==> config.mk <==
export PLATFORM = sky130hd
export DESIGN_NAME = utf8_caseless_compare
export DESIGN_NICKNAME = d
export VERILOG_FILES = /design/src/hw/rtl/ucc_pkg.sv /design/src/hw/rtl/utf8_caseless_compare.sv
export SDC_FILE = /design/constraint.sdc
export NUM_CORES = 1
export LEC_CHECK = 0
export ABC_AREA = 1
export ABC_CLOCK_PERIOD_IN_PS = 3700
export BUFFER_PORTS_ARGS = -buffer_cell sky130_fd_sc_hd__buf_2
export CAP_MARGIN = 40
export CORE_ASPECT_RATIO = 2
export CORE_MARGIN = 1.5
export CORE_UTILIZATION = 45
export DETAILED_ROUTE_END_ITERATION = 16
export PLACE_DENSITY = 0.61
export SLEW_MARGIN = 20
export SYNTH_ARGS = -nofsm -noshare
export SYNTH_HDL_FRONTEND = slang
export SYNTH_SLANG_ARGS = --single-unit
==> constraint.sdc <==
create_clock -name aclk -period 3.7 [get_ports aclk]
set_input_delay 0.185 -clock aclk [delete_from_list [all_inputs] [get_ports aclk]]
set_output_delay 0.185 -clock aclk [all_outputs]
set_load 0.03 [all_outputs]
==> src/hw/rtl/ucc_pkg.sv <==
// ucc_pkg: beat types, verdict codes, decode and case-fold functions for the
// caseless utf-8 comparator; no dependencies
`default_nettype none
package ucc_pkg;

    typedef struct packed {
        logic        last;
        logic [31:0] bytes_b;
        logic [31:0] bytes_a;
    } ucc_in_t;

    typedef struct packed {
        logic       done_res;
        logic [1:0] verdict;
        logic [2:0] advance_b;
        logic [2:0] advance_a;
    } ucc_out_t;

    localparam logic [1:0] VERDICT_EQUAL   = 2'd0;
    localparam logic [1:0] VERDICT_DIFFER  = 2'd1;
    localparam logic [1:0] VERDICT_INVALID = 2'd2;

    typedef struct packed {
        logic        invalid;
        logic [2:0]  len;
        logic [15:0] cp;
    } ucc_dec_t;

    // fold result: second code point is zero for single folds
    typedef struct packed {
        logic        two;
        logic [15:0] f0;
        logic [15:0] f1;
    } ucc_fold_t;

    function automatic ucc_dec_t ucc_decode(input logic [31:0] w);
        ucc_dec_t   d;
        logic [7:0] b0;
        logic [7:0] b1;
        logic [7:0] b2;
        logic [7:0] b3;
        b0 = w[7:0];
        b1 = w[15:8];
        b2 = w[23:16];
        b3 = w[31:24];
        d.invalid = 1'b0;
        d.len     = 3'd1;
        d.cp      = {8'h00, b0};
        if (b0[7:6] == 2'b10) begin
            d.invalid = 1'b1;
        end else if (b0[7:6] != 2'b11) begin
            d.len = (b0 == 8'h00) ? 3'd0 : 3'd1;
        end else if (!b0[5]) begin
            d.len     = 3'd2;
            d.invalid = (b1[7:6] != 2'b10);
            d.cp      = {5'd0, b0[4:0], b1[5:0]};
        end else if (!b0[4]) begin
            d.len     = 3'd3;
            d.invalid = (b1[7:6] != 2'b10) || (b2[7:6] != 2'b10);
            d.cp      = {b0[3:0], b1[5:0], b2[5:0]};
        end else begin
            d.len     = 3'd4;
            d.invalid = b0[3] || (b1[7:6] != 2'b10) || (b2[7:6] != 2'b10)
                        || (b3[7:6] != 2'b10);
            d.cp      = {b1[3:0], b2[5:0], b3[5:0]};
        end
        return d;
    endfunction

    function automatic ucc_fold_t ucc_fold(input logic [15:0] c);
        ucc_fold_t f;
        f.two = 1'b0;
        f.f0  = c;
        f.f1  = 16'h0000;
        if (c < 16'h0041 || (c >= 16'h005B && c <= 16'h00BF)) begin
            if (c == 16'h00B5) f.f0 = 16'h03BC;
        end else if (c <= 16'h005A || (c >= 16'h00C0 && c <= 16'h00DE && c != 16'h00D7)) begin
            f.f0 = c + 16'd32;
        end else if ((c >= 16'h0100 && c <= 16'h012F) || (c >= 16'h0132 && c <= 16'h0137) ||
                     (c >= 16'h014A && c <= 16'h0177) || (c >= 16'h01DE && c <= 16'h01EF) ||
                     (c >= 16'h01F8 && c <= 16'h021F) || (c >= 16'h0222 && c <= 16'h0233) ||
                     (c >= 16'h0246 && c <= 16'h024F)) begin
            f.f0 = c | 16'h0001;
        end else if ((c >= 16'h0139 && c <= 16'h0148) ||
                     (c >= 16'h01CD && c <= 16'h01DC)) begin
            f.f0 = c + {15'd0, c[0]};
        end else begin
            case (c)
                16'h0178: f.f0 = 16'h00FF;
                16'h0179: f.f0 = 16'h017A;
                16'h017B: f.f0 = 16'h017C;
                16'h017D: f.f0 = 16'h017E;
                16'h017F: f.f0 = 16'h0073;
                16'h0181: f.f0 = 16'h0253;
                16'h0182: f.f0 = 16'h0183;
                16'h0184: f.f0 = 16'h0185;
                16'h0186: f.f0 = 16'h0254;
                16'h0187: f.f0 = 16'h0188;
                16'h0189: f.f0 = 16'h0256;
                16'h018A: f.f0 = 16'h0257;
                16'h018B: f.f0 = 16'h018C;
                16'h018E: f.f0 = 16'h01DD;
                16'h018F: f.f0 = 16'h0259;
                16'h0190: f.f0 = 16'h025B;
                16'h0191: f.f0 = 16'h0192;
                16'h0193: f.f0 = 16'h0260;
                16'h0194: f.f0 = 16'h0263;
                16'h0196: f.f0 = 16'h0269;
                16'h0197: f.f0 = 16'h0268;
                16'h0198: f.f0 = 16'h0199;
                16'h019C: f.f0 = 16'h026F;
                16'h019D: f.f0 = 16'h0272;
                16'h019F: f.f0 = 16'h0275;
                16'h01A0: f.f0 = 16'h01A1;
                16'h01A2: f.f0 = 16'h01A3;
                16'h01A4: f.f0 = 16'h01A5;
                16'h01A6: f.f0 = 16'h0280;
                16'h01A7: f.f0 = 16'h01A8;
                16'h01A9: f.f0 = 16'h0283;
                16'h01AC: f.f0 = 16'h01AD;
                16'h01AE: f.f0 = 16'h0288;
                16'h01AF: f.f0 = 16'h01B0;
                16'h01B1: f.f0 = 16'h028A;
                16'h01B2: f.f0 = 16'h028B;
                16'h01B3: f.f0 = 16'h01B4;
                16'h01B5: f.f0 = 16'h01B6;
                16'h01B7: f.f0 = 16'h0292;
                16'h01B8: f.f0 = 16'h01B9;
                16'h01BC: f.f0 = 16'h01BD;
                16'h01C4: f.f0 = 16'h01C6;
                16'h01C5: f.f0 = 16'h01C6;
                16'h01C7: f.f0 = 16'h01C9;
                16'h01C8: f.f0 = 16'h01C9;
                16'h01CA: f.f0 = 16'h01CC;
                16'h01F1: f.f0 = 16'h01F3;
                16'h01F2: f.f0 = 16'h01F3;
                16'h01F4: f.f0 = 16'h01F5;
                16'h01F6: f.f0 = 16'h0195;
                16'h01F7: f.f0 = 16'h01BF;
                16'h0220: f.f0 = 16'h019E;
                16'h023A: f.f0 = 16'h2C65;
                16'h023B: f.f0 = 16'h023C;
                16'h023D: f.f0 = 16'h019A;
                16'h023E: f.f0 = 16'h2C66;
                16'h0241: f.f0 = 16'h0242;
                16'h0243: f.f0 = 16'h0180;
                16'h0244: f.f0 = 16'h0289;
                16'h0245: f.f0 = 16'h028C;
                16'h00DF: begin f.two = 1'b1; f.f0 = 16'h0073; f.f1 = 16'h0073; end
                16'h0130: begin f.two = 1'b1; f.f0 = 16'h0069; f.f1 = 16'h0307; end
                16'h0149: begin f.two = 1'b1; f.f0 = 16'h02BC; f.f1 = 16'h006E; end
                16'h01F0: begin f.two = 1'b1; f.f0 = 16'h006A; f.f1 = 16'h030C; end
                default: f.f0 = c;
            endcase
        end
        return f;
    endfunction

endpackage
`default_nettype wire

==> src/hw/rtl/utf8_caseless_compare.sv <==
// utf8_caseless_compare: top level, input register, decode/fold/compare,
// output register; depends on ucc_pkg
`default_nettype none
// Compares two utf-8 strings without regard to case, one character pair per
// beat. Each input beat carries the next four bytes of each string; the result
// beat reports how many bytes each character took (advance the streams by
// these), the verdict so far and whether it is final. A mismatch or invalid
// sequence is held, with zero advances, until the beat marked last, after
// which a new comparison starts. Throughput is one beat per cycle while the
// receiver takes results. A beat that is accepted is captured in the input
// register, and its result is loaded into the result register as soon as
// that register is empty or being drained. Each stage moves whenever the
// stage ahead of it is empty or being drained, so full rate holds with no
// idle cycles while the receiver takes results.
module utf8_caseless_compare
    import ucc_pkg::*;
(
    input  wire logic     aclk,
    input  wire logic     aresetn,
    input  wire logic     s_valid,
    output logic          s_ready,
    input  wire ucc_in_t  s_data,
    output logic          m_valid,
    input  wire logic     m_ready,
    output ucc_out_t      m_data
);

    logic       in_valid_reg;
    ucc_in_t    in_data_reg;
    logic       out_valid_reg;
    ucc_out_t   out_data_reg;
    logic       halted_reg, halted_next;
    logic [1:0] held_reg, held_next;
    ucc_out_t   res;
    logic       out_load;
    logic       in_load;
    ucc_dec_t   da, db;
    ucc_fold_t  fa, fb;

    assign out_load = in_valid_reg && (!out_valid_reg || m_ready);
    assign s_ready  = !in_valid_reg || out_load;
    assign in_load  = s_valid && s_ready;

    // decode, fold and compare on the registered beat
    always_comb begin
        da = ucc_decode(in_data_reg.bytes_a);
        db = ucc_decode(in_data_reg.bytes_b);
        fa = ucc_fold(da.cp);
        fb = ucc_fold(db.cp);
        res = '0;
        if (halted_reg) begin
            res.verdict = held_reg;
        end else if (da.invalid || db.invalid) begin
            res.verdict = VERDICT_INVALID;
        end else begin
            res.advance_a = da.len;
            res.advance_b = db.len;
            res.verdict   = (fa != fb) ? VERDICT_DIFFER : VERDICT_EQUAL;
        end
        res.done_res = halted_reg || (res.verdict != VERDICT_EQUAL) || in_data_reg.last;
        halted_next = halted_reg;
        held_next   = held_reg;
        if (!halted_reg && res.verdict != VERDICT_EQUAL) begin
            halted_next = 1'b1;
            held_next   = res.verdict;
        end
        if (in_data_reg.last) begin
            halted_next = 1'b0;
            held_next   = VERDICT_EQUAL;
        end
    end

    always_ff @(posedge aclk) begin
        if (!aresetn) begin
            in_valid_reg  <= 1'b0;
            out_valid_reg <= 1'b0;
            halted_reg    <= 1'b0;
            held_reg      <= VERDICT_EQUAL;
        end else begin
            if (in_load) begin
                in_valid_reg <= 1'b1;
            end else if (out_load) begin
                in_valid_reg <= 1'b0;
            end
            if (out_load) begin
                out_valid_reg <= 1'b1;
                halted_reg    <= halted_next;
                held_reg      <= held_next;
            end else if (m_ready) begin
                out_valid_reg <= 1'b0;
            end
        end
    end

    always_ff @(posedge aclk) begin
        if (in_load) begin
            in_data_reg <= s_data;
        end
        if (out_load) begin
            out_data_reg <= res;
        end
    end

    assign m_valid = out_valid_reg;
    assign m_data  = out_data_reg;

endmodule
`default_nettype wire

==> flow_summary.yaml, run 1 <==
yosys:
  ys_ff_latch: 79
  synth_cell_types: 55
  synth_edf_count: 74
  ys_seq_area_frac: 0.217
  syn-instance-count: 1814
  async_flop_share: 0
  syn_avg_cell_area_sq_um: 5.91
  netlist_area_sq_mm: 0.0107
  synth_top_cell_area_share: 0.207
  synth_nets: 1901
  synthTopCellsByArea: "edfxtp_1 (21%), nand2_1 (19%), nand3_1 (12%)"
  synth_ff_type: "edfxtp_1"
  synth_warnings: 0
  synth_area_leader_cell: "edfxtp_1"
outcome:
  haltStage: "global routing (5_1_grt)"
  stop_error: "[ERROR GRT-0116] Global routing finished with congestion. Check the congestion regions in the DRC Viewer."
  status: "did not finish"
placement:
  place_area_sq_mm: 0.0157
  pre_cts_slack_ns: -1.09
  port_buffers: 79
  dpl.cell_count: 2719
  gp_congestion: 1.12
  dpl.hpwl_um: 51000
die:
  start_util: 0.459
  fp.dieW_um: 112
  rows: 79
  fp.dieH_um: 221
  io_pins: 80
global_route:
  overflow: 917
  grt_pass1_wl_um: 164000
  first_global_vias: 23284
  grt_max_degree: 44
  track_usage: 0.830
clock_tree:
  cts.sinks: 79
  clock-root-buffer: "clkbuf_16"
  clock_path_buffers: 2
  cts_inserted_buffers: 9
  cts_max_level: 3
timing repair:
action,in CTS
resized for setup,398
cloned,9
hold buffers,13
pin swaps,105
buffers inserted,80
endpoints found under the hold margin,13
setup endpoints to repair,5
cells in the mapped netlist (all sizes together) (7+ instances only):
cell type and instances:
nand3 276, nor3 50, o21bai 7, nand4 41, o211ai 10, a211oi 24, xor2 12, buf 43
inv 176, ha 18, xnor2 7, nor4 9, nor2 292, o21ai 88, nand2 582, edfxtp 74
a21oi 55
layer usage:
metal	track usage	overflow
met5	0.232	1
met4	0.911	235
met3	0.630	8
met2	1.06	666
met1	0.771	7
per-stage QoR:
| stage | hold WS (ns) | setup TNS (ns) |
|---|---|---|
| CTS | 0.000110 | -2.13 |
| global placement | 0.362 | -4.46 |
| detailed placement | 0.363 | -5.21 |
| floorplan | 0.284 | 0 |
cells by family after synthesis:
kind of cell	Yosys count	synth area share
AOI/OAI and AO/OA	209	0.121
buffers and inverters	224	0.0934
adders and majority gates	18	0.0210
and+or+nand+nor	1265	0.533
DFF	79	0.217
xor gates and xnor gates	19	0.0155
==> run 2, diff against run 1 <==
Settings changed: ABC_CLOCK_PERIOD_IN_PS 3700 to 4800, CORE_ASPECT_RATIO 2 to default, CORE_UTILIZATION 45 to 30, PLACE_DENSITY 0.61 to default, PLACE_DENSITY_LB_ADDON from default to 0.15.
Clock period 3.7 ns to 4.8 ns, I/O delays scaled along.
==> flow_summary.yaml, run 2 <==
drt:
  firstDrtPassIters: 6
  initialDrtViolationCount: 1340
  routed_wl_um: 47500
  vias: 13142
  drtAntennaViolNets: 0
  drc: 0
  wire_per_inst_um: 19.5
  viasPerCell: 5.40
die:
  rows: 69
  start_util: 0.303
  io_pins: 80
  dieArea_sq_mm: 0.0369
  fp.dieH_um: 192
  coreArea_sq_mm: 0.0354
  fp.dieW_um: 192
timing:
  relSlewSlack: 0.591
  hold_viol: 0
  tightestPinTransition_ns: 0.608
  finClkSkew_ns: 0.0137
  tns_ns: 0
  finalSetupViolations: 0
  holdWs_ns: 0.0596
  fin_crit_ns: 4.45
  period_share: 0.928
  max_freq_mhz: 225
  drv_slew: 0
worst_setup_path:
  cp-start-kind: "flop"
  crit_top_cell: "nand2_1"
  critPathBufInv: 6
  endpoint_kind: "flop"
  arrival_ns: 4.55
  critPathTopFamily: "simple AND/OR/NAND/NOR gates"
  crit_type: "flop to flop"
  cp_slowest_cell: "edfxtp_1"
  required_ns: 4.89
  max_stage_delay_ns: 0.51
  cp_max_fo: 7
yosys:
  synth_nets: 1901
  synthTopCellsByArea: "edfxtp_1 (21%), nand2_1 (19%), nand3_1 (12%)"
  synth_fa_ha_area_frac: 0.0210
  yosys-top-cells-count: "nand2_1 (546), nand3_1 (262), nor2_1 (244)"
  synth.most_common_cell: "nand2_1"
  synth_xor_area_frac: 0.0155
  netlist_area_sq_mm: 0.0107
  synth_edf_count: 74
  ys_seq_area_frac: 0.217
  ys_ff_latch: 79
  synth_top_cell_area_share: 0.207
  async_flop_share: 0
  synth_compound_area_frac: 0.121
  syn_avg_cell_area_sq_um: 5.91
  synth_area_leader_cell: "edfxtp_1"
  synth_warnings: 0
  synth_cell_types: 55
  synth_top_family_by_area: "simple AND/OR/NAND/NOR gates"
  synthMuxAreaShare: 0
  syn-instance-count: 1814
  synth_ff_type: "edfxtp_1"
  synth_simple_gate_area_share: 0.533
placement:
  port_buffers: 79
  gp_congestion: 1.03
  dpl.hpwl_um: 38100
clock_tree:
  cts_tree: "built"
  clock-root-buffer: "clkbuf_16"
  clock_path_buffers: 2
  clk_pin_slew_ns: 0.07
  cts.sinks: 79
  clk-insertion-delay-late_ns: 0.35
  cts_inserted_buffers: 9
  ctsHoldBuffers: 0
  cts_max_level: 3
flow_run:
  max_cap_viol_count: 0
finish:
  final_common_cell: "nand2_1"
  drive_gt1_frac: 0.186
  fill_cells: 4029
  final_cell_mix: "nand2_1 (544), nand3_1 (260), nor2_1 (233)"
  largest_register_ffs: 65
  syn2layout_area_growth_pct: 17.9
  layout.nets: 2055
  antenna_cells: 0
  utilization: 0.357
global_route:
  first_global_vias: 12449
  grt_pass1_wl_um: 72700
  overflow: 0
  antenna_found_initial: 0
  grt_max_degree: 39
  track_usage: 0.257
min_path:
  holdCritPathClass: "primary input to flop"
pwr:
  powerDensity_mw_per_mm2: 206
  peakVddDrop_mv: 0.314
  leakage_nw: 6.31
outcome:
  status: "completed"
==> run 2: cell counts after synthesis <==
Identical to the previous run, type by type.
==> run 2: area by class of cell <==
| type | instances | area [sq um] | share of cell area |
|---|---|---|---|
| clock buffers | 11 | 243 | 0.0192 |
| clock inverters | 5 | 58.8 | 0.00466 |
| inverters | 180 | 691 | 0.0547 |
| multi-input cells | 1511 | 7520 | 0.596 |
| flip-flops and latches | 79 | 2320 | 0.184 |
| well taps | 461 | 577 | 0.0457 |
| repair buffers | 187 | 1210 | 0.0961 |
==> run 2: logic make-up after synthesis <==
logic type / Yosys count
AND/OR/NAND/NOR: 1265
buffers and inverters: 224
AO/OA/AOI/OAI: 209
flip-flops: 79
XOR/XNOR: 19
adder cells (fa/ha/maj): 18
==> run 2: per-stage QoR <==
stage | area, sq um | cells | worst slack [ns] | total power, mW
after floorplan | 10700 | 1814 | 0.969 | 1.53
after CTS | 12400 | 2419 | 0.113 | 2.56
after global routing | 12600 | 2434 | -0.00333 | 2.74
after global placement | 12100 | 2403 | -0.0443 | 1.88
final | 12600 | 2434 | 0.346 | 2.60
after detailed placement | 12100 | 2403 | -0.00758 | 1.87
==> run 2: per-layer routing <==
metal  global-route usage  wire [um]  up-vias
met5                    0          0        -
met3               0.0269       3110       98
met1                0.353      21400     6046
met2                0.412      21300      619
met4               0.0963       1640        0
li1                     -          -     6379
==> run 2: report_power, final <==
| part | internal [mW] | switching [mW] |
|---|---|---|
| registers | 0.799 | 0.0243 |
| logic | 0.331 | 0.756 |
| clock network | 0.417 | 0.271 |
| total | 1.55 | 1.05 |
==> run 2: worst paths after layout <==
path,endpoint,startpoint,slack (ns),cells past startpoint
worst max-delay path,m_data[8],in_data_reg[4],0.35,26
worst max register to register,m_data[8],in_data_reg[4],0.35,26
worst min register to register,held_reg[1],held_reg[1],0.46,2
worst min-delay path,in_data_reg[28],s_data[28],0.06,1
==> run 2: worst register-to-register path, stage by stage, from the launching register on <==
cell and delay [ns]:
edfxtp_1 0.51, clkbuf_2 0.20, buf_4 0.14, nand3_1 0.07, nand2_1 0.08, o21ai_2 0.43
nand2_1 0.28, inv_1 0.21, nor2_1 0.10, o21ai_1 0.09, nand3_1 0.11, nand2_1 0.10
nand2_1 0.06, nor2_1 0.12, nand2_2 0.16, clkinvlp_4 0.18, clkbuf_2 0.20, o2111ai_1 0.16
xor2_1 0.17, inv_1 0.06, nand4_1 0.07, nor2_1 0.21, nand3_1 0.13, nand2_1 0.12
nand2_1 0.09, nor2_1 0.10, nand3_1 0.07
==> run 2: what timing repair did <==
item	CTS	global route
resized for setup	1	40
buffers inserted	0	15
endpoints found under the setup margin	1	5
pin swaps	0	2
Power figures use the tool's default switching activity.
